===== src/hdl/lmc_pkg.sv =====
// lmc_pkg: widths, constants, codes and shared types of the level to motor command mapper
// used by every file under hdl; depends on nothing
package lmc_pkg;

  localparam int LEVEL_BITS = 16;
  localparam int CMD_BITS   = 16;
  localparam int GAIN_FRAC  = 16;
  localparam int GAIN_BITS  = GAIN_FRAC + 1;
  localparam int MODE_BITS  = 3;
  localparam int DB_BITS    = 8;
  localparam int IDX_BITS   = 2;
  localparam int CFG_BITS   = GAIN_BITS;
  localparam int KS_BITS    = 2;
  localparam int SLOW_SHIFT = 2;

  // datapath widths
  localparam int NUM_BITS  = LEVEL_BITS + DB_BITS;
  localparam int MUL_BITS  = LEVEL_BITS + GAIN_BITS;
  localparam int DEN_BITS  = LEVEL_BITS + GAIN_BITS + 1;
  localparam int DVD_BITS  = LEVEL_BITS + GAIN_BITS + CMD_BITS;
  localparam int QW        = (CMD_BITS > GAIN_BITS) ? CMD_BITS : GAIN_BITS;
  localparam int CQG_BITS  = 2 * GAIN_BITS;
  localparam int PROD_BITS = CQG_BITS + CMD_BITS - 1;

  // queue between front and back, depth a power of two
  localparam int QDEPTH = 2;
  localparam int QPTR   = $clog2(QDEPTH);
  localparam int QCNT   = $clog2(QDEPTH + 1);

  localparam logic [LEVEL_BITS-1:0] LMAX     = '1;
  localparam logic [CMD_BITS-2:0]   CMAX     = '1;
  localparam logic [GAIN_BITS-1:0]  GAIN_ONE = GAIN_BITS'(1) << GAIN_FRAC;
  localparam logic [DB_BITS-1:0]    DB_FULL  = '1;

  // register indexes
  localparam logic [IDX_BITS-1:0] REG_MODE     = 2'd0;
  localparam logic [IDX_BITS-1:0] REG_DEADBAND = 2'd1;
  localparam logic [IDX_BITS-1:0] REG_REVERSE  = 2'd2;
  localparam logic [IDX_BITS-1:0] REG_GAIN     = 2'd3;

  // modes
  localparam logic [MODE_BITS-1:0] MODE_FULL_UNI    = 3'd0;
  localparam logic [MODE_BITS-1:0] MODE_FULL_UNI16  = 3'd1;
  localparam logic [MODE_BITS-1:0] MODE_HALF_UNI    = 3'd2;
  localparam logic [MODE_BITS-1:0] MODE_QUARTER_UNI = 3'd3;
  localparam logic [MODE_BITS-1:0] MODE_FULL_BI     = 3'd4;
  localparam logic [MODE_BITS-1:0] MODE_SLOW_BI     = 3'd5;
  localparam logic [MODE_BITS-1:0] MODE_FULL_BI16   = 3'd6;

  typedef struct packed {
    logic [MODE_BITS-1:0] mode;
    logic [DB_BITS-1:0]   deadband;
    logic                 reverse;
    logic [GAIN_BITS-1:0] gain;
  } cfg_t;

  // classified item, as it waits in the queue
  typedef struct packed {
    logic                 bi;
    logic                 slow;
    logic                 neg;
    logic                 dead;
    logic [KS_BITS-1:0]   ks;
    logic [NUM_BITS-1:0]  x;
    logic [DB_BITS-1:0]   dbm;
    logic [GAIN_BITS-1:0] g;
  } item_t;

  // what rides along with the divider
  typedef struct packed {
    logic                 bi;
    logic                 slow;
    logic                 neg;
    logic                 dead;
    logic [GAIN_BITS-1:0] g;
  } meta_t;

endpackage


===== src/hdl/lmc_queue.sv =====
// lmc_queue: short register queue between the front and the back
// holds classified items; depends on lmc_pkg
module lmc_queue import lmc_pkg::*; (
  input  logic  clk,
  input  logic  rst,
  input  logic  push,
  input  item_t wr_item,
  input  logic  pop,
  output item_t head,
  output logic  empty,
  output logic  full
);

  item_t             mem [QDEPTH];
  logic [QPTR-1:0]   wr_ptr;
  logic [QPTR-1:0]   rd_ptr;
  logic [QCNT-1:0]   count;

  assign empty = (count == '0);
  assign full  = (count == QCNT'(QDEPTH));
  assign head  = mem[rd_ptr];

  always_ff @(posedge clk) begin
    if (push) begin
      mem[wr_ptr] <= wr_item;
    end
  end

  // pointers wrap naturally at a power-of-two depth
  always_ff @(posedge clk) begin
    if (rst) begin
      wr_ptr <= '0;
      rd_ptr <= '0;
      count  <= '0;
    end else begin
      if (push) begin
        wr_ptr <= wr_ptr + 1'b1;
      end
      if (pop) begin
        rd_ptr <= rd_ptr + 1'b1;
      end
      if (push && !pop) begin
        count <= count + 1'b1;
      end else if (pop && !push) begin
        count <= count - 1'b1;
      end
    end
  end

  // the back drains every cycle, so the queue never fills
  a_never_full: assert property (@(posedge clk) disable iff (rst) !full)
    else $error("queue filled although the back drains every cycle");

  a_pop_count: assert property (@(posedge clk) disable iff (rst)
    (pop && !push) |=> (count == $past(count) - 1'b1))
    else $error("queue count did not drop on a transfer out");

  a_push_count: assert property (@(posedge clk) disable iff (rst)
    (push && !pop) |=> (count == $past(count) + 1'b1))
    else $error("queue count did not rise on a transfer in");

endmodule


===== config.mk =====
export PLATFORM = sky130hd
export DESIGN_NAME = lmc_queue
export DESIGN_NICKNAME = d
export VERILOG_FILES = /design/src/hdl/lmc_pkg.sv /design/src/hdl/lmc_queue.sv
export SDC_FILE = /design/constraint.sdc
export NUM_CORES = 1
export LEC_CHECK = 0
export BUFFER_PORTS_ARGS = -buffer_cell sky130_fd_sc_hd__buf_2
export CAP_MARGIN = 20
export CORE_MARGIN = 4
export CORE_UTILIZATION = 54
export CTS_BUF_LIST = sky130_fd_sc_hd__clkbuf_8
export DETAILED_ROUTE_END_ITERATION = 6
export GPL_TIMING_DRIVEN = 0
export PLACE_DENSITY = 0.89
export SLEW_MARGIN = 10
export SYNTH_ARGS = -nofsm -noshare
export SYNTH_HDL_FRONTEND = slang
export SYNTH_SLANG_ARGS = --single-unit

===== constraint.sdc =====
create_clock -name clk -period 4.66 [get_ports clk]
set_input_delay 0.466 -clock clk [delete_from_list [all_inputs] [get_ports clk]]
set_output_delay 0.466 -clock clk [all_outputs]
set_load 0.005 [all_outputs]

==> flow_summary.yaml, run 1 <==
outcome:
  outcome: "finished, final reports clean"
power_and_ir_drop:
  p_switching_mw: 0.4880
  p_int_mw: 1.956
  switching_share_pct: 19.96
  leakagePower_nw: 2.060
  p_comb_share_pct: 9.8
  pwr-share-clk_pct: 40.2
  p_per_area_mw_per_mm2: 453.9
  seqPwrFrac_pct: 50.0
  vdd_ir_drop_max_mv: 0.2682
clock_network:
  ctsHoldBuffers: 0
  cts_tree: "yes"
  clk_pin_slew_worst_paths_ps: 60
  numCtsBuffers: 17
  clkLatencyLatePin_ps: 400
  cts_resized: 0
  root_buffer: "clkbuf_8"
  cts-htree-levels: 4
  postCtsSetupBuffers: 0
  cts_sinks: 115
  cts_max_path_buffers: 2
floorplanning:
  fp.dieW_um: 96.13
  start_util_pct: 56.61
  fp.dieArea_mm2: 0.009241
  io_pins: 116
  die_h_um: 96.13
  fp.coreArea_mm2: 0.007408
  fp-row-count: 31
synth:
  netlist_instances: 193
  synth_area_per_cell_um2: 21.73
  synth_xor_area_share_pct: 0.8353
  synth.top_cells.by_area: "edfxtp_1 (79%), mux2_2 (15%), dfxtp_1 (2.4%), buf_6 (1.3%), nor2_1 (0.45%)"
  synth-seq-area-share_pct: 81.15
  yosysUniqueCellTypes: 16
  netlist_area_mm2: 0.004194
  synthAdderAreaFrac_pct: 0.2983
  synth-simple-area-share_pct: 1.104
  synth_top_area_share_pct: 78.76
  synth_area_leader_cell: "edfxtp_1"
  yosys_register_bits: 115
  synth_mux_area_share_pct: 14.77
  yosys_warnings: 0
  synth_top_family_by_area: "multiplexers"
  syn_nets: 253
  synth_compound_area_share_pct: 0.2387
route:
  vias_per_cell: 4.900
  ant_nets: 0
  routed_wl_um: 7116
  vias: 2151
  post_drt_wl_per_cell_um: 16.21
  drc: 0
  drtIter0Drc: 95
  dr.pass1.iters: 4
sta:
  hold_viol_final: 0
  max_slew.worst_pin.slew_ps: 743.5
  slew_headroom_pct: 50.43
  period_share_pct: 43.88
  min_period_ps: 2045
  setup_ws_ps: 2615
  finalSetupViolCount: 0
  fmax_mhz: 489.1
  slew_violations: 0
  clock_skew_ps: 4.916
  rsz0062_at_grt: "false"
place:
  hpwl_um: 4877
  dpl_worst_slack_ps: 2753
  dpl_cell_area_mm2: 0.004959
  port_buffers: 115
  globalplace.congestion: 0.6561
layout:
  num_antenna_cells: 0
  final_cell_mix: "buf_2 (115), edfxtp_1 (110), mux2_2 (55)"
  design_area_mm2: 0.005385
  mostFrequentLayoutCell: "buf_2"
  syn_to_final_growth_pct: 28.40
  drive_above_1_share_pct: 60.88
  nets: 389
global_routing:
  track_usage_pct: 16.39
  grt_max_degree: 56
  grt-ovfl-total: 0
  grt_pass1_vias: 2380
  grt_pass1_wl_um: 10870
  antenna_found_initial: 0
worst_setup_path:
  crit_type: "register to output port"
  worstPathRequired_ps: 4190
  crit_path_start_kind: "register"
  crit_arrival_ps: 1580
  path_max_fanout: 10
  reg2reg_from: "wr_ptr"
  worst_setup_path_end_kind: "output port"
  reg2reg_to: "mem[0][28]"
  r2r_cells: 3
  r2r_setup_slack_ps: 3090
min_path:
  hp-start: "wr_item[37]"
  hold_depth: 1
  min_path_type: "input port to register"
  hold_path_end: "mem[0][37]"
job:
  maxCapViolCount: 0
-- per-layer routing --
metal	track usage (%)	vias up	wire, µm
met5	0	-	0
met4	6.754	0	61
met3	6.020	7	482
met2	27.83	77	3786
met1	18.65	1042	2785
li1	-	1025	-
-- final cells by class --
| type | count | area (µm²) |
|---|---|---|
| plain buffers | 6 | 63.81 |
| well taps | 99 | 123.9 |
| multi-input cells | 71 | 733.2 |
| clock buffers | 17 | 234.0 |
| clock inverters | 13 | 192.7 |
| repair buffers | 117 | 630.6 |
| inverters | 1 | 3.754 |
| flip-flops and latches | 115 | 3403 |
| fillers | 489 | 2023 |
-- synthesized netlist by cell type --
library cell	number
edfxtp_1	110
mux2_2	55
buf_6	5
dfxtp_1	5
nor2_1	5
xnor2_1	2
xor2_1	2
a21oi_1	1
and2_1	1
and2b_2	1
buf_4	1
ha_1	1
inv_1	1
nor2b_1	1
o21ai_0	1
or3_1	1
-- kinds of logic after synthesis --
| group | Yosys count |
|---|---|
| XOR/XNOR | 4 |
| buffers and inverters | 7 |
| adder cells (fa/ha/maj) | 1 |
| multiplexers | 55 |
| flip-flops | 115 |
| AND/OR/NAND/NOR | 9 |
| AO/OA/AOI/OAI | 2 |
-- worst max-delay path: stages (launching register included) --
cell and delay (ps):
dfxtp_1 310, buf_4 210, buf_6 180, mux2_2 350, buf_2 130
-- sequential cells by signal, summed over array words and instances (netlist names), named ones only --
register  cells
count         2
mem         110
rd_ptr        1
wr_ptr        1
-- stage by stage --
stage	hold WS, ps	TNS (ps)	instances	util, %	power [mW]
after floorplan	461.4	0	193	-	1.368
after global placement	482.9	-7993	407	66.05	1.472
after detailed placement	498.5	0	409	66.93	1.489
after CTS	222.7	0	439	72.69	2.470
after global routing	216.2	0	439	72.69	2.551
final	250.7	0	439	72.69	2.444
-- power by group through the flow --
stage                     Clock [mW]  Combinational, mW  Sequential, mW
after floorplan                    0              0.127            1.24
after global placement             0              0.227            1.24
after detailed placement           0              0.245            1.24
after CTS                       1.00              0.246            1.22
after global routing            1.06              0.265            1.23
final                          0.983              0.240            1.22
-- worst max-delay path by stage --
stage	to	cells after the start
5_1_grt	head[6]	4
6_report	head[4]	4
3_5_place_dp	mem[0][25]	4
3_3_place_gp	mem[0][30]	2
2_1_floorplan	mem[0][0]	1
4_1_cts	head[4]	4
Note: power is estimated with default switching activity, not from simulation.
==> run 2: changes to the inputs <==
- ABC_AREA: unset -> 1
- PLACE_DENSITY: 0.89 -> 0.88
- clock period: 4.66 -> 2.1 ns (I/O delays scaled with it)
==> run 2 against run 1 <==
Net effect: cell area rose by 14%; total power rose by 120%; sequential power rose by 120%; hold slack got worse by 160 ps; combinational power rose to 2.9 times the previous value; first-iteration DRC count fell by 18%; wire length rose by 17%; sequential share of layout area fell by 7.8 points; count of clock-buffer cells in the layout did not move; critical endpoint is now head[33].
==> flow_summary.yaml, run 2 <==
layout:
  nets: 456
  final_cell_mix: "buf_2 (115), edfxtp_1 (110), dlygate4sd3_1 (56)"
  design_area_mm2: 0.006143
  num_antenna_cells: 0
  mostFrequentLayoutCell: "buf_2"
  largestRegisters: "mem: 110 flops, count: 2 flops"
  fin_util_pct: 77.89
  syn_to_final_growth_pct: 38.12
  largest_reg_flops: 110
  drive_above_1_share_pct: 50.86
  largest_register: "mem"
global_routing:
  track_usage_pct: 17.92
  grt_pass1_wl_um: 13160
  grt_max_degree: 35
  grt_pass1_vias: 2663
  grt-ovfl-total: 0
  antenna_found_initial: 0
floorplanning:
  fp.dieW_um: 98.76
  fp-row-count: 32
  die_h_um: 98.76
  start_util_pct: 56.39
  fp.coreArea_mm2: 0.007888
  io_pins: 116
  fp.dieArea_mm2: 0.009754
sta:
  fmax_mhz: 574.2
  slew_violations: 0
  hold_ws_ps: 89.07
  clock_skew_ps: 8.328
  rsz0062_at_grt: "false"
  hold_viol_final: 0
  setup_ws_ps: 358.5
  finalSetupViolCount: 0
  period_share_pct: 82.93
  slew_headroom_pct: 44.38
  max_slew.worst_pin.slew_ps: 832.3
  min_period_ps: 1742
place:
  dpl_cell_area_mm2: 0.005206
  globalplace.congestion: 0.7583
  dpl_worst_slack_ps: 416.3
  port_buffers: 115
  hpwl_um: 5181
synth:
  synth-seq-area-share_pct: 76.51
  synth_top_area_share_pct: 74.26
  syn_nets: 264
  synth_ff_type: "edfxtp_1"
  synth_edf_count: 110
  netlist_area_mm2: 0.004448
  netlist_instances: 204
  yosysUniqueCellTypes: 16
  synthTopCellsByCount: "edfxtp_1 (110), mux2_4 (50), inv_1 (9), nor2_1 (7)"
  synth_area_per_cell_um2: 21.80
  yosys_register_bits: 115
  synth.most_common_cell: "edfxtp_1"
  yosys_warnings: 0
  async_reset_ff_share_pct: 0
  synth.top_cells.by_area: "edfxtp_1 (74%), mux2_4 (17%), buf_12 (2.3%), dfxtp_1 (2.3%), mux2_2 (1.3%)"
  synth_area_leader_cell: "edfxtp_1"
worst_setup_path:
  worstPathRequired_ps: 1890
  path_max_fanout: 10
  critPathSlowestCell: "dfxtp_1"
  crit_type: "register to output port"
  worstPathCellList: "buf_6 -> buf_12 -> mux2_4 -> buf_2"
  crit_path_start_kind: "register"
  r2r_setup_slack_ps: 460
  crit_arrival_ps: 1530
  critPathMaxStageDelay_ps: 320
  worst_setup_path_end_kind: "output port"
route:
  vias_per_cell: 4.787
  drc: 0
  dr.pass1.iters: 7
  post_drt_wl_per_cell_um: 16.25
  routed_wl_um: 8306
  vias: 2446
  drtIter0Drc: 78
  ant_nets: 0
min_path:
  min_path_type: "input port to register"
outcome:
  outcome: "finished, final reports clean"
clock_network:
  clkLatencyLatePin_ps: 410
  cts_tree: "yes"
  cts_sinks: 115
  cts_max_path_buffers: 2
  numCtsBuffers: 17
  clk_pin_slew_worst_paths_ps: 60
  postCtsSetupBuffers: 0
  root_buffer: "clkbuf_8"
  cts-htree-levels: 4
power_and_ir_drop:
  p_per_area_mw_per_mm2: 857.1
  leakagePower_nw: 2.501
  vdd_ir_drop_max_mv: 0.5136
job:
  maxCapViolCount: 0
==> run 2: cell count changes after synthesis, sizes merged <==
cell and change:
xor2 -2, and2b -1, nand4 +1, nor2b -1, or3 -1, xnor2 -1
nand3 +1, nand2 +5, nor2 +2, nor3 +1, inv +8, and2 -1
==> run 2: critical path: cells and delay by family (launching register included) <==
family	cells	cell delay, ps
muxes	1	300
DFF	1	320
buffers and inverters	3	510
==> run 2: path summary, 6_finish.rpt <==
path	startpoint	cells after the start	to
setup reg to reg	wr_ptr	3	mem[1][21]
hold / removal	pop	3	register
setup / recovery	register	4	head[33]
hold reg to reg	rd_ptr	2	register
==> run 2: metal layers <==
layer	wire [µm]	global-route usage, %
met1	3168	19.27
met2	4537	32.75
met3	497	6.369
met4	102	5.672
met5	0	0
==> run 2: power breakdown <==
| part | switching [mW] | internal [mW] | total [mW] |
|---|---|---|---|
| sequential | 0.0355 | 2.65 | 2.69 |
| combinational | 0.276 | 0.410 | 0.686 |
| clock | 0.850 | 1.04 | 1.89 |
==> run 2: layout make-up <==
class                   count  area, µm²
multi-input cells          74      907.1
fillers                   418       1744
repair buffers            173       1184
clock inverters            15      142.6
flip-flops and latches    115       3403
clock buffers              17      234.0
inverters                   9      33.78
well taps                 102      127.6
plain buffers               6      111.4
==> run 2: metrics by stage <==
stage | power (mW) | instances | TNS, ps
after floorplan | 3.092 | 204 | 0
final | 5.265 | 511 | 0
after CTS | 5.309 | 511 | 0
after detailed placement | 3.343 | 423 | 0
after global placement | 3.306 | 421 | -20840
after global routing | 5.515 | 511 | 0
==> run 2: cell families (layout without fill, tap and decap cells) <==
kind of cell	after synthesis	in the layout	share of synthesized area [%]
and+or+nand+nor	15	15	1.378
xor gates and xnor gates	1	1	0.1969
buffers and inverters	15	220	3.263
adders and majority gates	1	1	0.2812
AOI/OAI and AO/OA	2	2	0.2248
muxes	55	55	18.14
DFF	115	115	76.51
==> run 2: timing repair <==
action,CTS,global route
endpoints found under the hold margin,112,0
hold buffers,56,0
gates resized for setup,0,0
setup endpoints to repair,0,0
