==> config.mk <==
export PLATFORM = sky130hd
export DESIGN_NAME = lmc_front
export DESIGN_NICKNAME = d
export VERILOG_FILES = /design/src/hdl/lmc_pkg.sv /design/src/hdl/lmc_front.sv
export SDC_FILE = /design/constraint.sdc
export NUM_CORES = 1
export LEC_CHECK = 0
export ABC_CLOCK_PERIOD_IN_PS = 6300
export BUFFER_PORTS_ARGS = -buffer_cell sky130_fd_sc_hd__buf_2
export CAP_MARGIN = 5
export CORE_ASPECT_RATIO = 0.75
export CORE_MARGIN = 2
export CORE_UTILIZATION = 50
export DETAILED_ROUTE_END_ITERATION = 10
export PLACE_DENSITY_LB_ADDON = 0.25
export SLEW_MARGIN = 10
export SYNTH_ARGS = -nofsm -noshare
export SYNTH_HDL_FRONTEND = slang
export SYNTH_SLANG_ARGS = --single-unit
==> constraint.sdc <==
create_clock -name vclk -period 6.3
set_input_delay 0.315 -clock vclk [all_inputs]
set_output_delay 0.315 -clock vclk [all_outputs]
set_load 0.05 [all_outputs]
==> src/hdl/lmc_pkg.sv <==
// lmc_pkg: widths, constants, codes and shared types of the level to motor command mapper
// used by every file under hdl; depends on nothing
package lmc_pkg;

  localparam int LEVEL_BITS = 16;
  localparam int CMD_BITS   = 16;
  localparam int GAIN_FRAC  = 16;
  localparam int GAIN_BITS  = GAIN_FRAC + 1;
  localparam int MODE_BITS  = 3;
  localparam int DB_BITS    = 8;
  localparam int IDX_BITS   = 2;
  localparam int CFG_BITS   = GAIN_BITS;
  localparam int KS_BITS    = 2;
  localparam int SLOW_SHIFT = 2;

  // datapath widths
  localparam int NUM_BITS  = LEVEL_BITS + DB_BITS;
  localparam int MUL_BITS  = LEVEL_BITS + GAIN_BITS;
  localparam int DEN_BITS  = LEVEL_BITS + GAIN_BITS + 1;
  localparam int DVD_BITS  = LEVEL_BITS + GAIN_BITS + CMD_BITS;
  localparam int QW        = (CMD_BITS > GAIN_BITS) ? CMD_BITS : GAIN_BITS;
  localparam int CQG_BITS  = 2 * GAIN_BITS;
  localparam int PROD_BITS = CQG_BITS + CMD_BITS - 1;

  // queue between front and back, depth a power of two
  localparam int QDEPTH = 2;
  localparam int QPTR   = $clog2(QDEPTH);
  localparam int QCNT   = $clog2(QDEPTH + 1);

  localparam logic [LEVEL_BITS-1:0] LMAX     = '1;
  localparam logic [CMD_BITS-2:0]   CMAX     = '1;
  localparam logic [GAIN_BITS-1:0]  GAIN_ONE = GAIN_BITS'(1) << GAIN_FRAC;
  localparam logic [DB_BITS-1:0]    DB_FULL  = '1;

  // register indexes
  localparam logic [IDX_BITS-1:0] REG_MODE     = 2'd0;
  localparam logic [IDX_BITS-1:0] REG_DEADBAND = 2'd1;
  localparam logic [IDX_BITS-1:0] REG_REVERSE  = 2'd2;
  localparam logic [IDX_BITS-1:0] REG_GAIN     = 2'd3;

  // modes
  localparam logic [MODE_BITS-1:0] MODE_FULL_UNI    = 3'd0;
  localparam logic [MODE_BITS-1:0] MODE_FULL_UNI16  = 3'd1;
  localparam logic [MODE_BITS-1:0] MODE_HALF_UNI    = 3'd2;
  localparam logic [MODE_BITS-1:0] MODE_QUARTER_UNI = 3'd3;
  localparam logic [MODE_BITS-1:0] MODE_FULL_BI     = 3'd4;
  localparam logic [MODE_BITS-1:0] MODE_SLOW_BI     = 3'd5;
  localparam logic [MODE_BITS-1:0] MODE_FULL_BI16   = 3'd6;

  typedef struct packed {
    logic [MODE_BITS-1:0] mode;
    logic [DB_BITS-1:0]   deadband;
    logic                 reverse;
    logic [GAIN_BITS-1:0] gain;
  } cfg_t;

  // classified item, as it waits in the queue
  typedef struct packed {
    logic                 bi;
    logic                 slow;
    logic                 neg;
    logic                 dead;
    logic [KS_BITS-1:0]   ks;
    logic [NUM_BITS-1:0]  x;
    logic [DB_BITS-1:0]   dbm;
    logic [GAIN_BITS-1:0] g;
  } item_t;

  // what rides along with the divider
  typedef struct packed {
    logic                 bi;
    logic                 slow;
    logic                 neg;
    logic                 dead;
    logic [GAIN_BITS-1:0] g;
  } meta_t;

endpackage

==> src/hdl/lmc_front.sv <==
// lmc_front: accepts a level and classifies it under the current mode
// produces the queue entry; depends on lmc_pkg
module lmc_front import lmc_pkg::*; (
  input  logic                  start,
  input  logic [LEVEL_BITS-1:0] level,
  input  cfg_t                  cfg,
  input  logic                  full,
  output logic                  busy,
  output logic                  push,
  output item_t                 item
);

  logic [LEVEL_BITS:0]   twice;
  logic [LEVEL_BITS:0]   dist_w;
  logic [LEVEL_BITS-1:0] offset;
  logic [LEVEL_BITS-1:0] du;
  logic                  below;
  logic [NUM_BITS-1:0]   d255;
  logic [DB_BITS:0]      db2;
  logic [NUM_BITS:0]     lim;
  logic [NUM_BITS-1:0]   num;
  logic [GAIN_BITS-1:0]  g;
  logic                  bi;
  logic                  slow;
  logic [KS_BITS-1:0]    ks;

  assign busy = full;
  assign push = start && !full;

  always_comb begin
    bi   = 1'b0;
    slow = 1'b0;
    ks   = 2'd0;
    unique case (cfg.mode)
      MODE_FULL_UNI, MODE_FULL_UNI16: ks = 2'd0;
      MODE_HALF_UNI:                  ks = 2'd1;
      MODE_QUARTER_UNI:               ks = 2'd2;
      MODE_FULL_BI, MODE_FULL_BI16:   bi = 1'b1;
      MODE_SLOW_BI: begin
        bi   = 1'b1;
        slow = 1'b1;
      end
      default:                        ks = 2'd0;
    endcase
  end

  always_comb begin
    twice  = {level, 1'b0};
    below  = twice < {1'b0, LMAX};
    dist_w = below ? ({1'b0, LMAX} - twice) : (twice - {1'b0, LMAX});
    offset = dist_w[LEVEL_BITS-1:0];
    // offset * 255 and the dead zone edge 2 * deadband * full scale
    d255   = {offset, {DB_BITS{1'b0}}} - NUM_BITS'(offset);
    db2    = {cfg.deadband, 1'b0};
    lim    = {db2, {LEVEL_BITS{1'b0}}} - (NUM_BITS + 1)'(db2);
    num    = d255 - lim[NUM_BITS-1:0];
    du     = cfg.reverse ? (LMAX - level) : level;
    g      = (cfg.gain > GAIN_ONE) ? GAIN_ONE : cfg.gain;
  end

  always_comb begin
    item.bi   = bi;
    item.slow = slow;
    item.neg  = below ^ cfg.reverse;
    item.dead = cfg.deadband[DB_BITS-1] || ({1'b0, d255} <= lim);
    item.ks   = ks;
    item.x    = bi ? num : NUM_BITS'(du);
    item.dbm  = DB_FULL - db2[DB_BITS-1:0];
    item.g    = g;
  end

endmodule

==> summary.md, run 1 <==
| Metric | Value |
|---|---|
| Via count | between 3k and 4k |
| Final Cycle Share | 85.0% |
| First-pass GRT wire length | ~14000 µm |
| Port bufs | slightly above 100 |
| Final setup viols | 0 |
| Fin util | approximately 60% |
| Largest family of logic cells by synthesized area | simple AND/OR/NAND/NOR gates |
| Met2 wire length | between 3000 and 4000 µm |
| P&R area growth vs syn | 18.2% |
| Syn. warnings | 0 |
| Syn Area/Cell | between 6 and 7 µm² |
| Simple-gate portion of the synthesized area | about a third |
| Hold_buf cts | 0 |
| Iter 0 DRT Violations | between 200 and 250 |
| DP Wirelength | roughly 7400 µm |
| Routed met1 length | ~4200 µm |
| CP required | 5.98 ns |
| Vias in the first global route | 2946 |
| Die area | roughly 0.0062 mm² |
| Post-Synth Adder-Cell Area | ~13% |
| CTS resizes | 0 |
| Final Hold Fails | 0 |
| Io pins | between 100 and 150 |
| DP Cell Count | slightly below 600 |
| DP Worst Slack | about 0.98 ns |
| Startpoint Class | input pin |
| Hold slack final | 0.938 ns |
| Worst slew pin tran | roughly 0.9 ns |
| GR Util All Layers | 26.9% |
| Routed WL per cell | 14.8 µm |
| Synth Area in Compound Gates | between 20% and 30% |
| Drt pass-1 iters | 5 |
| Post-Layout Cell Count | roughly 590 |
| GPL Wtd Cong | 0.934 |
| Rows | 23 |
| Mapped Area | about 0.0028 mm² |
| Critical path capture point type | primary output |
| RSZ-0062 raised after global routing | no |
| Fin Setup TNS | 0 ns |
| Mux contribution to synthesized area | under 10% |
| Commonest non-fill, non-tap cell in the layout | buf_2 |
| Most frequent cells in the layout | 103 x buf_2, 41 x nand2_1, 39 x nor2_1, 37 x o21ai_0, 31 x xnor2_1 |
| Fillers | around 570 |
| Final Max Tran Viols | 0 |
| Crit path kind | input pin to primary output |
| Seq cells | 0 |
| Initial Util | a little over half |
| Register area | 0 µm² |
| Met3 wire len | between 600 and 700 µm |
| Antenna Violating Nets Remaining | 0 |
| Final WL | slightly below 9000 µm |
| Antenna diodes | 0 |
| Die height | 68.7 µm |
| Multi-input gate area | 0.00258 mm² |
| Worst min path class | input pin to primary output |
| DR top layer | met4 |
| Peak VDD IR | about 0.084 mV |
| Vias per inst | about 5.6 |
| Outcome | finished, final reports clean |
| Core Area | approximately 0.0054 mm² |
| Initial antenna violation count | 0 |
| Max cap viols | 0 |
| Post-Synth XOR/XNOR Area | 19.2% |
| Post-CTS Setup Bufs | 0 |
| Power per Cell Area | between 150 and 200 mW/mm² |
| Post-Syn Nets | slightly above 500 |
| Top fanout value on the critical path | 11 |
| Layout cell share with drive strength beyond 1 | about 23% |
| Synth Instances | 432 |
| Gr ovfl total | 0 |
| Clock buffers | 0 |
| Largest net degree at the start of global routing | 33 |
| Final worst slack | approximately 0.95 ns |
| Nets | 590 |
| Die Width | 90.2 µm |
| WP data arrival | between 5 and 6 ns |
| Peak Freq | approximately 190 MHz |
| Leakage | 0.00165 µW |
| Sequential area share after synthesis | 0% |
| Unique masters post-synth | 55 |
| Slew headroom | roughly two fifths |
| Drc violations | 0 |
| Final critical-path required period | 5.35 ns |
-- power by group --
| part | leakage [µW] | internal [µW] | switching [µW] | total, µW |
|---|---|---|---|---|
| clock network | 0 | 0 | 0 | 0 |
| registers | 0 | 0 | 0 | 0 |
| logic | 0.00165 | 161 | 345 | 506 |
| total | 0.00165 | 161 | 345 | 506 |
-- cell families after synthesis --
family | after synthesis
buffers and inverters | 49
XOR/XNOR | 61
AO/OA/AOI/OAI | 118
AND/OR/NAND/NOR | 172
adder cells (fa/ha/maj) | 28
other | 1
multiplexers | 3
-- area by class of cell --
type	instances	area share (%)
tap	75	2.85
inverter	27	3.08
timing repair buffer	104	15.9
multi-input combinational	383	78.2
-- metrics by stage --
stage                     power, µW  instance area, µm²
after floorplan                 391                2790
after global placement          494                3300
after detailed placement        500                3300
after CTS                       502                3300
after global routing            546                3300
final                           506                3300
-- cells in the mapped netlist (2+ instances only) --
| cell type | count | area share (%) |
|---|---|---|
| nand2_1 | 41 | 5.5 |
| nor2_1 | 39 | 5.3 |
| o21ai_0 | 37 | 6.6 |
| xnor2_1 | 31 | 9.7 |
| xor2_1 | 30 | 9.4 |
| a21oi_1 | 27 | 4.8 |
| ha_1 | 26 | 12 |
| inv_1 | 26 | 3.5 |
| nor2b_1 | 26 | 5.8 |
| nand2b_1 | 13 | 2.9 |
| clkbuf_1 | 12 | 1.6 |
| nor3_1 | 12 | 2.2 |
| a21o_1 | 8 | 2.2 |
| nand3_1 | 8 | 1.4 |
| o31ai_1 | 8 | 2.2 |
| nor4_1 | 6 | 1.3 |
| or2_2 | 6 | 1.3 |
| a31oi_1 | 5 | 1.1 |
| and3_1 | 5 | 1.1 |
| a41oi_1 | 4 | 1.3 |
| buf_4 | 4 | 1.1 |
| o211ai_1 | 4 | 1.1 |
| a211oi_1 | 3 | 0.81 |
| and2_1 | 3 | 0.67 |
| and3b_1 | 3 | 0.94 |
| buf_2 | 3 | 0.54 |
| mux2i_1 | 3 | 1.1 |
| nor3b_1 | 3 | 0.81 |
| o21a_1 | 3 | 0.81 |
| o21bai_1 | 3 | 0.81 |
| buf_1 | 2 | 0.27 |
| o2111a_1 | 2 | 0.81 |
| o311ai_0 | 2 | 0.63 |
| o31a_1 | 2 | 0.63 |
| or3_1 | 2 | 0.45 |
-- metal layers --
metal / GRT usage, % / up-vias
li1: - / 1678
met1: 38.7 / 1493
met2: 46.8 / 145
met3: 1.52 / 2
met4: 2.50 / 0
met5: 0 / -
-- final timing paths --
kind     start       end  cells past startpoint
max   level[7]  item[51]                     22
min       full      busy                      2
-- critical path: stages --
cell,delay (ns)
buf_2,0.17
xnor2_1,0.35
inv_1,0.11
ha_1,0.22
nor3_2,0.28
o211ai_1,0.15
and4_4,0.22
o31a_1,0.31
o2111ai_4,0.24
nand3_1,0.13
xnor2_1,0.16
ha_1,0.39
a21oi_1,0.24
o21ai_0,0.12
a21o_1,0.18
a21o_1,0.16
a21o_1,0.16
a221oi_1,0.37
o21ai_0,0.22
a21oi_1,0.18
a211o_1,0.11
buf_2,0.25
(Power assumes the default switching activity.)
==> run 2: changes to the inputs <==
--- a/config.mk
+++ b/config.mk
@@ -5,7 +5,8 @@
 export SDC_FILE = /design/constraint.sdc
 export NUM_CORES = 1
 export LEC_CHECK = 0
-export ABC_CLOCK_PERIOD_IN_PS = 6300
+export ABC_AREA = 1
+export ABC_CLOCK_PERIOD_IN_PS = 4900
 export BUFFER_PORTS_ARGS = -buffer_cell sky130_fd_sc_hd__buf_2
 export CAP_MARGIN = 5
 export CORE_ASPECT_RATIO = 0.75
==> constraint.sdc (replaced) <==
create_clock -name vclk -period 4.9
set_input_delay 0.245 -clock vclk [all_inputs]
set_output_delay 0.245 -clock vclk [all_outputs]
set_load 0.05 [all_outputs]
==> summary.md, run 2 <==
| Metric | Value |
|---|---|
| Buf/Inv on CP | 3 (unchanged) |
| RSZ-0062 raised after global routing | no |
| GR peak layer | met2 |
| Largest stage delay, worst path | 0.42 ns (+0.03 ns) |
| Top fanout value on the critical path | 17 (+6) |
| Layout cell share with drive strength beyond 1 | 16.9% (-6.1 points) |
| Routing usage on met1 | 46.5% (+7.8 points) |
| First-pass GRT wire length | 18800 µm (+35%) |
| Synth Instances | 698 (+62%) |
| Routed WL per cell | 13.5 µm (-9.1%) |
| Post-Syn Nets | 772 (+53%) |
| Commonest non-fill, non-tap cell in the layout | nand2_1 |
| Fin Setup TNS | 0 ns (unchanged) |
| Unique masters post-synth | 37 (-33%) |
| GR Util met2 | 49.2% (+2.4 points) |
| GR Util All Layers | 31.2% (+4.3 points) |
| Slowest CP cell | ha_1 |
| Leakage | 0.00254 µW (+54%) |
| Die Width | 99.1 µm (+9.8%) |
| Top cell type's share of synthesized area | 29.4% (+18 points) |
| Peak VDD IR | 0.131 mV (+55%) |
| Critical Path Source | level[15] |
| WP data arrival | 3.40 ns (-1.64 ns) |
| GR Util met3 | 6.15% (+4.6 points) |
| Drc violations | 0 (unchanged) |
| Critical path capture point type | primary output |
| Die height | 75.3 µm (+9.6%) |
| Vias per inst | 5.24 (-7.0%) |
| Slew headroom | 53.8% (+15 points) |
| Most frequent cells in the layout | 265 x nand2_1, 128 x inv_1, 103 x buf_2, 81 x nor2_1, 46 x nand3_1 |
| Post-CTS Setup Bufs | 0 (unchanged) |
| CP required | 4.66 ns (-1.32 ns) |
| GPL Wtd Cong | 1.00 (+7.1%) |
| Antenna Violating Nets Remaining | 0 (unchanged) |
| Io pins | 104 (unchanged) |
| DP Wirelength | 10200 µm (+39%) |
| Min-delay src | full |
| Final critical-path required period | about 3.6 ns |
| Startpoint Class | input pin |
| Max cap viols | 0 (unchanged) |
| Register area | 0 µm² (unchanged) |
| Initial Util | 52.8% (+0.76 points) |
| CP cell instances | buf_2, xor2_4, ha_1, inv_1, nand2_1, nand2_1, nand2_1, nand2_1, nand4_1, nand2_1, ha_1, nand2_1, nand2_1, o21bai_1, nor2_1, nand3_1, nand2_1, nand2_1, nor2_1, buf_2 |
| Gr ovfl total | 0 (unchanged) |
| Drt pass-1 iters | 5 (unchanged) |
| Final Cycle Share | 74.3% |
| Port bufs | 103 (unchanged) |
| Syn. warnings | 0 (unchanged) |
| Final Max Tran Viols | 0 (unchanged) |
| Sequential area share after synthesis | 0% (unchanged) |
| Power per Cell Area | 179 mW/mm² (+17%) |
| Fillers | 717 (+27%) |
| Final Hold Fails | 0 (unchanged) |
| Peak Freq | 275 MHz |
| Post-synth top cells | 265 x nand2_1, 128 x inv_1, 81 x nor2_1, 46 x nand3_1, 26 x ha_1 |
| Final setup viols | 0 (unchanged) |
| Largest net degree at the start of global routing | 28 (-15%) |
| Clock buffers | 0 (unchanged) |
| Multi-input gate area | 0.00280 mm² (+8.8%) |
| Hold slack final | 0.793 ns (-0.146 ns) |
| Die area | 0.00746 mm² (+20%) |
| Nets | 864 (+46%) |
| Synth area leader | nand2_1 |
| Most common cell in the netlist | nand2_1 |
| Mapped Area | 0.00339 mm² (+22%) |
| Largest delay share family, worst path | simple AND/OR/NAND/NOR gates |
| Syn Area/Cell | 4.85 µm² (-25%) |
| Crit path kind | input pin to primary output |
| Core Area | 0.00641 mm² (+20%) |
| Worst slew pin tran | 0.691 ns (-0.231 ns) |
| Rows | 25 (+8.7%) |
| Worst min path class | input pin to primary output |
| P&R area growth vs syn | 15.9% |
| Final WL | 11700 µm (+34%) |
| Seq cells | 0 (unchanged) |
| Antenna diodes | 0 (unchanged) |
| Most used cell, CP | nand2_1 |
| Vias in the first global route | 3861 (+31%) |
| Via count | 4554 (+37%) |
| Top cells by area, synth | nand2_1 29%, inv_1 14%, ha_1 9.6%, nor2_1 9.0%, nand3_1 6.8% |
| Outcome | finished, final reports clean |
| Initial antenna violation count | 0 (unchanged) |
| Iter 0 DRT Violations | 400 (+92%) |
| Hold_buf cts | 0 (unchanged) |
| CTS resizes | 0 (unchanged) |
[run 2: path summary, 6_finish.rpt]
kind | cells past startpoint | endpoint
max | 20 | item[46]
min | 2 | busy
[run 2: logic make-up (layout without fill, tap and decap cells)]
logic type,after synthesis,after routing,synth area share [%]
fa+ha+maj,27,27,10.2
xor+xnor,33,33,9.31
simple gates,440,440,54.2
buf+inv,146,236,17.4
other cells,1,1,0.111
compound gates,51,51,8.72
[run 2: final cells by class]
type / count / area share (%)
Inverter: 132 / 12.7
Multi-Input combinational cell: 552 / 71.4
Tap cell: 81 / 2.58
Timing Repair Buffer: 104 / 13.3
[run 2: through the flow]
step                total power (µW)  utilization (%)  std cells  area [µm²]  worst slack [ns]
global placement                 684             61.1        869        3920              1.50
floorplan                        515                -        698        3390              1.43
finish                           702             61.2        869        3930              1.26
CTS                              691             61.1        869        3920              1.41
detailed placement               688             61.1        869        3920              1.42
global route                     762             61.2        869        3930              1.05
[run 2: per-layer routing]
layer | up-vias | wire (µm)
met4 | 0 | 46
met3 | 6 | 1500
met1 | 2025 | 5470
li1 | 2305 | -
met2 | 218 | 4720
met5 | - | 0
[run 2: power breakdown]
group	leakage (µW)	internal (µW)	switching [µW]	total (µW)
registers	0	0	0	0
clock network	0	0	0	0
logic	0.00254	193	509	702
total	0.00254	193	509	702
==> run 3: changes to the inputs <==
--- a/config.mk
+++ b/config.mk
@@ -6,7 +6,7 @@
 export NUM_CORES = 1
 export LEC_CHECK = 0
 export ABC_AREA = 1
-export ABC_CLOCK_PERIOD_IN_PS = 4900
+export ABC_CLOCK_PERIOD_IN_PS = 3110
 export BUFFER_PORTS_ARGS = -buffer_cell sky130_fd_sc_hd__buf_2
 export CAP_MARGIN = 5
 export CORE_ASPECT_RATIO = 0.75
==> constraint.sdc (replaced) <==
create_clock -name vclk -period 3.11
set_input_delay 0.1555 -clock vclk [all_inputs]
set_output_delay 0.1555 -clock vclk [all_outputs]
set_load 0.05 [all_outputs]
==> summary.md, run 3 (same netlist as run 2, synthesis figures left out) <==
| Metric | Value |
|---|---|
| Register area | 0 µm² (unchanged) |
| Die area | 0.00746 mm² (unchanged) |
| WP data arrival | 2.77 ns (-0.63 ns) |
| Critical path endpoint | item[38] |
| Placed Instance Area | 0.00413 mm² (+5.4%) |
| Antenna diodes | 0 (unchanged) |
| Final Max Tran Viols | 0 (unchanged) |
| Buf/Inv on CP | 7 (+4) |
| Crit path kind | input pin to primary output |
| Design Area, Final | 0.00436 mm² (+11%) |
| Peak Freq | 341 MHz |
| GPL Wtd Cong | 1.04 (+4.1%) |
| Worst min path class | input pin to primary output |
| CP required | 2.95 ns (-1.71 ns) |
| P&R area growth vs syn | 28.8% |
| Vias in the first global route | 3935 (+1.9%) |
| Final Hold Fails | 0 (unchanged) |
| Levels on crit path | 21 (+5.0%) |
| First-pass GRT wire length | 18900 µm (+0.55%) |
| Leakage | 0.00269 µW (+5.7%) |
| Initial Util | 52.8% (unchanged) |
| Core Area | 0.00641 mm² (unchanged) |
| Vias per inst | 5.24 (about the same) |
| Top fanout value on the critical path | 10 (-7) |
| Max cap viols | 0 (unchanged) |
| Slowest CP cell | ha_1 |
| DP Worst Slack | -0.0215 ns (-1.44 ns) |
| Hold_buf cts | 0 (unchanged) |
| Outcome | finished, final reports clean |
| Final WL | 12300 µm (+4.9%) |
| Antenna Violating Nets Remaining | 0 (unchanged) |
| Rows | 25 (unchanged) |
| Nets | 889 (+2.9%) |
| DP Wirelength | 10400 µm (+1.8%) |
| Seq cells | 0 (unchanged) |
| Layout cell share with drive strength beyond 1 | 24.0% (+7.1 points) |
| Die Width | 99.1 µm (unchanged) |
| Final setup viols | 0 (unchanged) |
| Post-CTS Setup Bufs | 0 (unchanged) |
| Drc violations | 0 (unchanged) |
| Fillers | 638 (-11%) |
| Die height | 75.3 µm (unchanged) |
| Critical Path Source | level[15] |
| Commonest non-fill, non-tap cell in the layout | nand2_1 |
| CP cell instances | buf_6, buf_4, nand2_1, nand2_2, buf_12, nand2_1, nand2_1, inv_1, nand2_1, xor2_1, ha_1, nand2_1, inv_1, nand2_1, inv_1, nand2_1, nand3_1, or2_2, nand3_1, nand2_1, clkbuf_4 |
| Drt pass-1 iters | 6 (+1) |
| Final critical-path required period | between 2 and 3 ns |
| Final Cycle Share | roughly 94% |
| Peak VDD IR | 0.189 mV (+45%) |
| Largest net degree at the start of global routing | 29 (+3.6%) |
| Gr ovfl total | 0 (unchanged) |
| Iter 0 DRT Violations | 506 (+27%) |
| Critical path capture point type | primary output |
| Most frequent cells in the layout | 257 x nand2_1, 127 x inv_1, 92 x buf_2, 67 x nor2_1, 44 x nand3_1 |
| Power per Cell Area | 286 mW/mm² (+60%) |
| Startpoint Class | input pin |
| Final worst slack | 0.182 ns (-1.08 ns) |
| Initial antenna violation count | 0 (unchanged) |
| Via count | 4683 (+2.8%) |
| Largest delay share family, worst path | simple AND/OR/NAND/NOR gates |
| GR Util All Layers | 31.4% (+0.14 points) |
| Largest stage delay, worst path | 0.38 ns (-0.04 ns) |
| Most used cell, CP | nand2_1 |
| Routed WL per cell | 13.8 µm (+2.0%) |
| Port bufs | 103 (unchanged) |
| Io pins | 104 (unchanged) |
| Clock buffers | 0 (unchanged) |
| Hold slack final | 0.616 ns (-0.177 ns) |
-- run 3: routing by layer --
metal  wire (µm)  global-route usage, %  vias up  share of wire (%)
met4          64                   2.44        0               0.52
li1            -                      -     2364                  -
met2        5230                   49.8      224                 43
met5           0                      0        -                  0
met3        1330                   5.05        8                 11
met1        5680                   46.8     2087                 46
-- run 3: how the worst min path moves through the flow --
stage / startpoint / endpoint / cells past startpoint
finish: full / busy / 2
detailed placement: full / busy / 2
floorplan: full / busy / 1
global route: cfg[16] / item[16] / 2
CTS: full / busy / 2
global placement: full / busy / 2
-- run 3: through the flow --
step                      cells  utilization, %  power, µW  TNS [ns]
after global routing        894            68.1       1350   -0.0999
after floorplan             698               -        817         0
after global placement      894            64.4       1140    -0.101
final                       894            68.1       1250         0
after detailed placement    894            64.4       1150   -0.0343
after CTS                   894            64.6       1160         0
-- run 3: final cells by class --
class	count	area (µm²)	share of cell area, %
Multi-Input combinational cell	552	2990	68.6
Inverter	132	500	11.5
Timing Repair Buffer	129	769	17.6
Tap cell	81	101	2.32
-- run 3: what timing repair did --
action / 4_1_cts / 5_1_grt
endpoints found under the setup margin: 4 / 17
pin swaps: 0 / 4
gates resized for setup: 4 / 64
-- run 3: report_power, final --
group / switching [µW] / internal (µW)
sequential: 0 / 0
clock: 0 / 0
combinational: 848 / 399
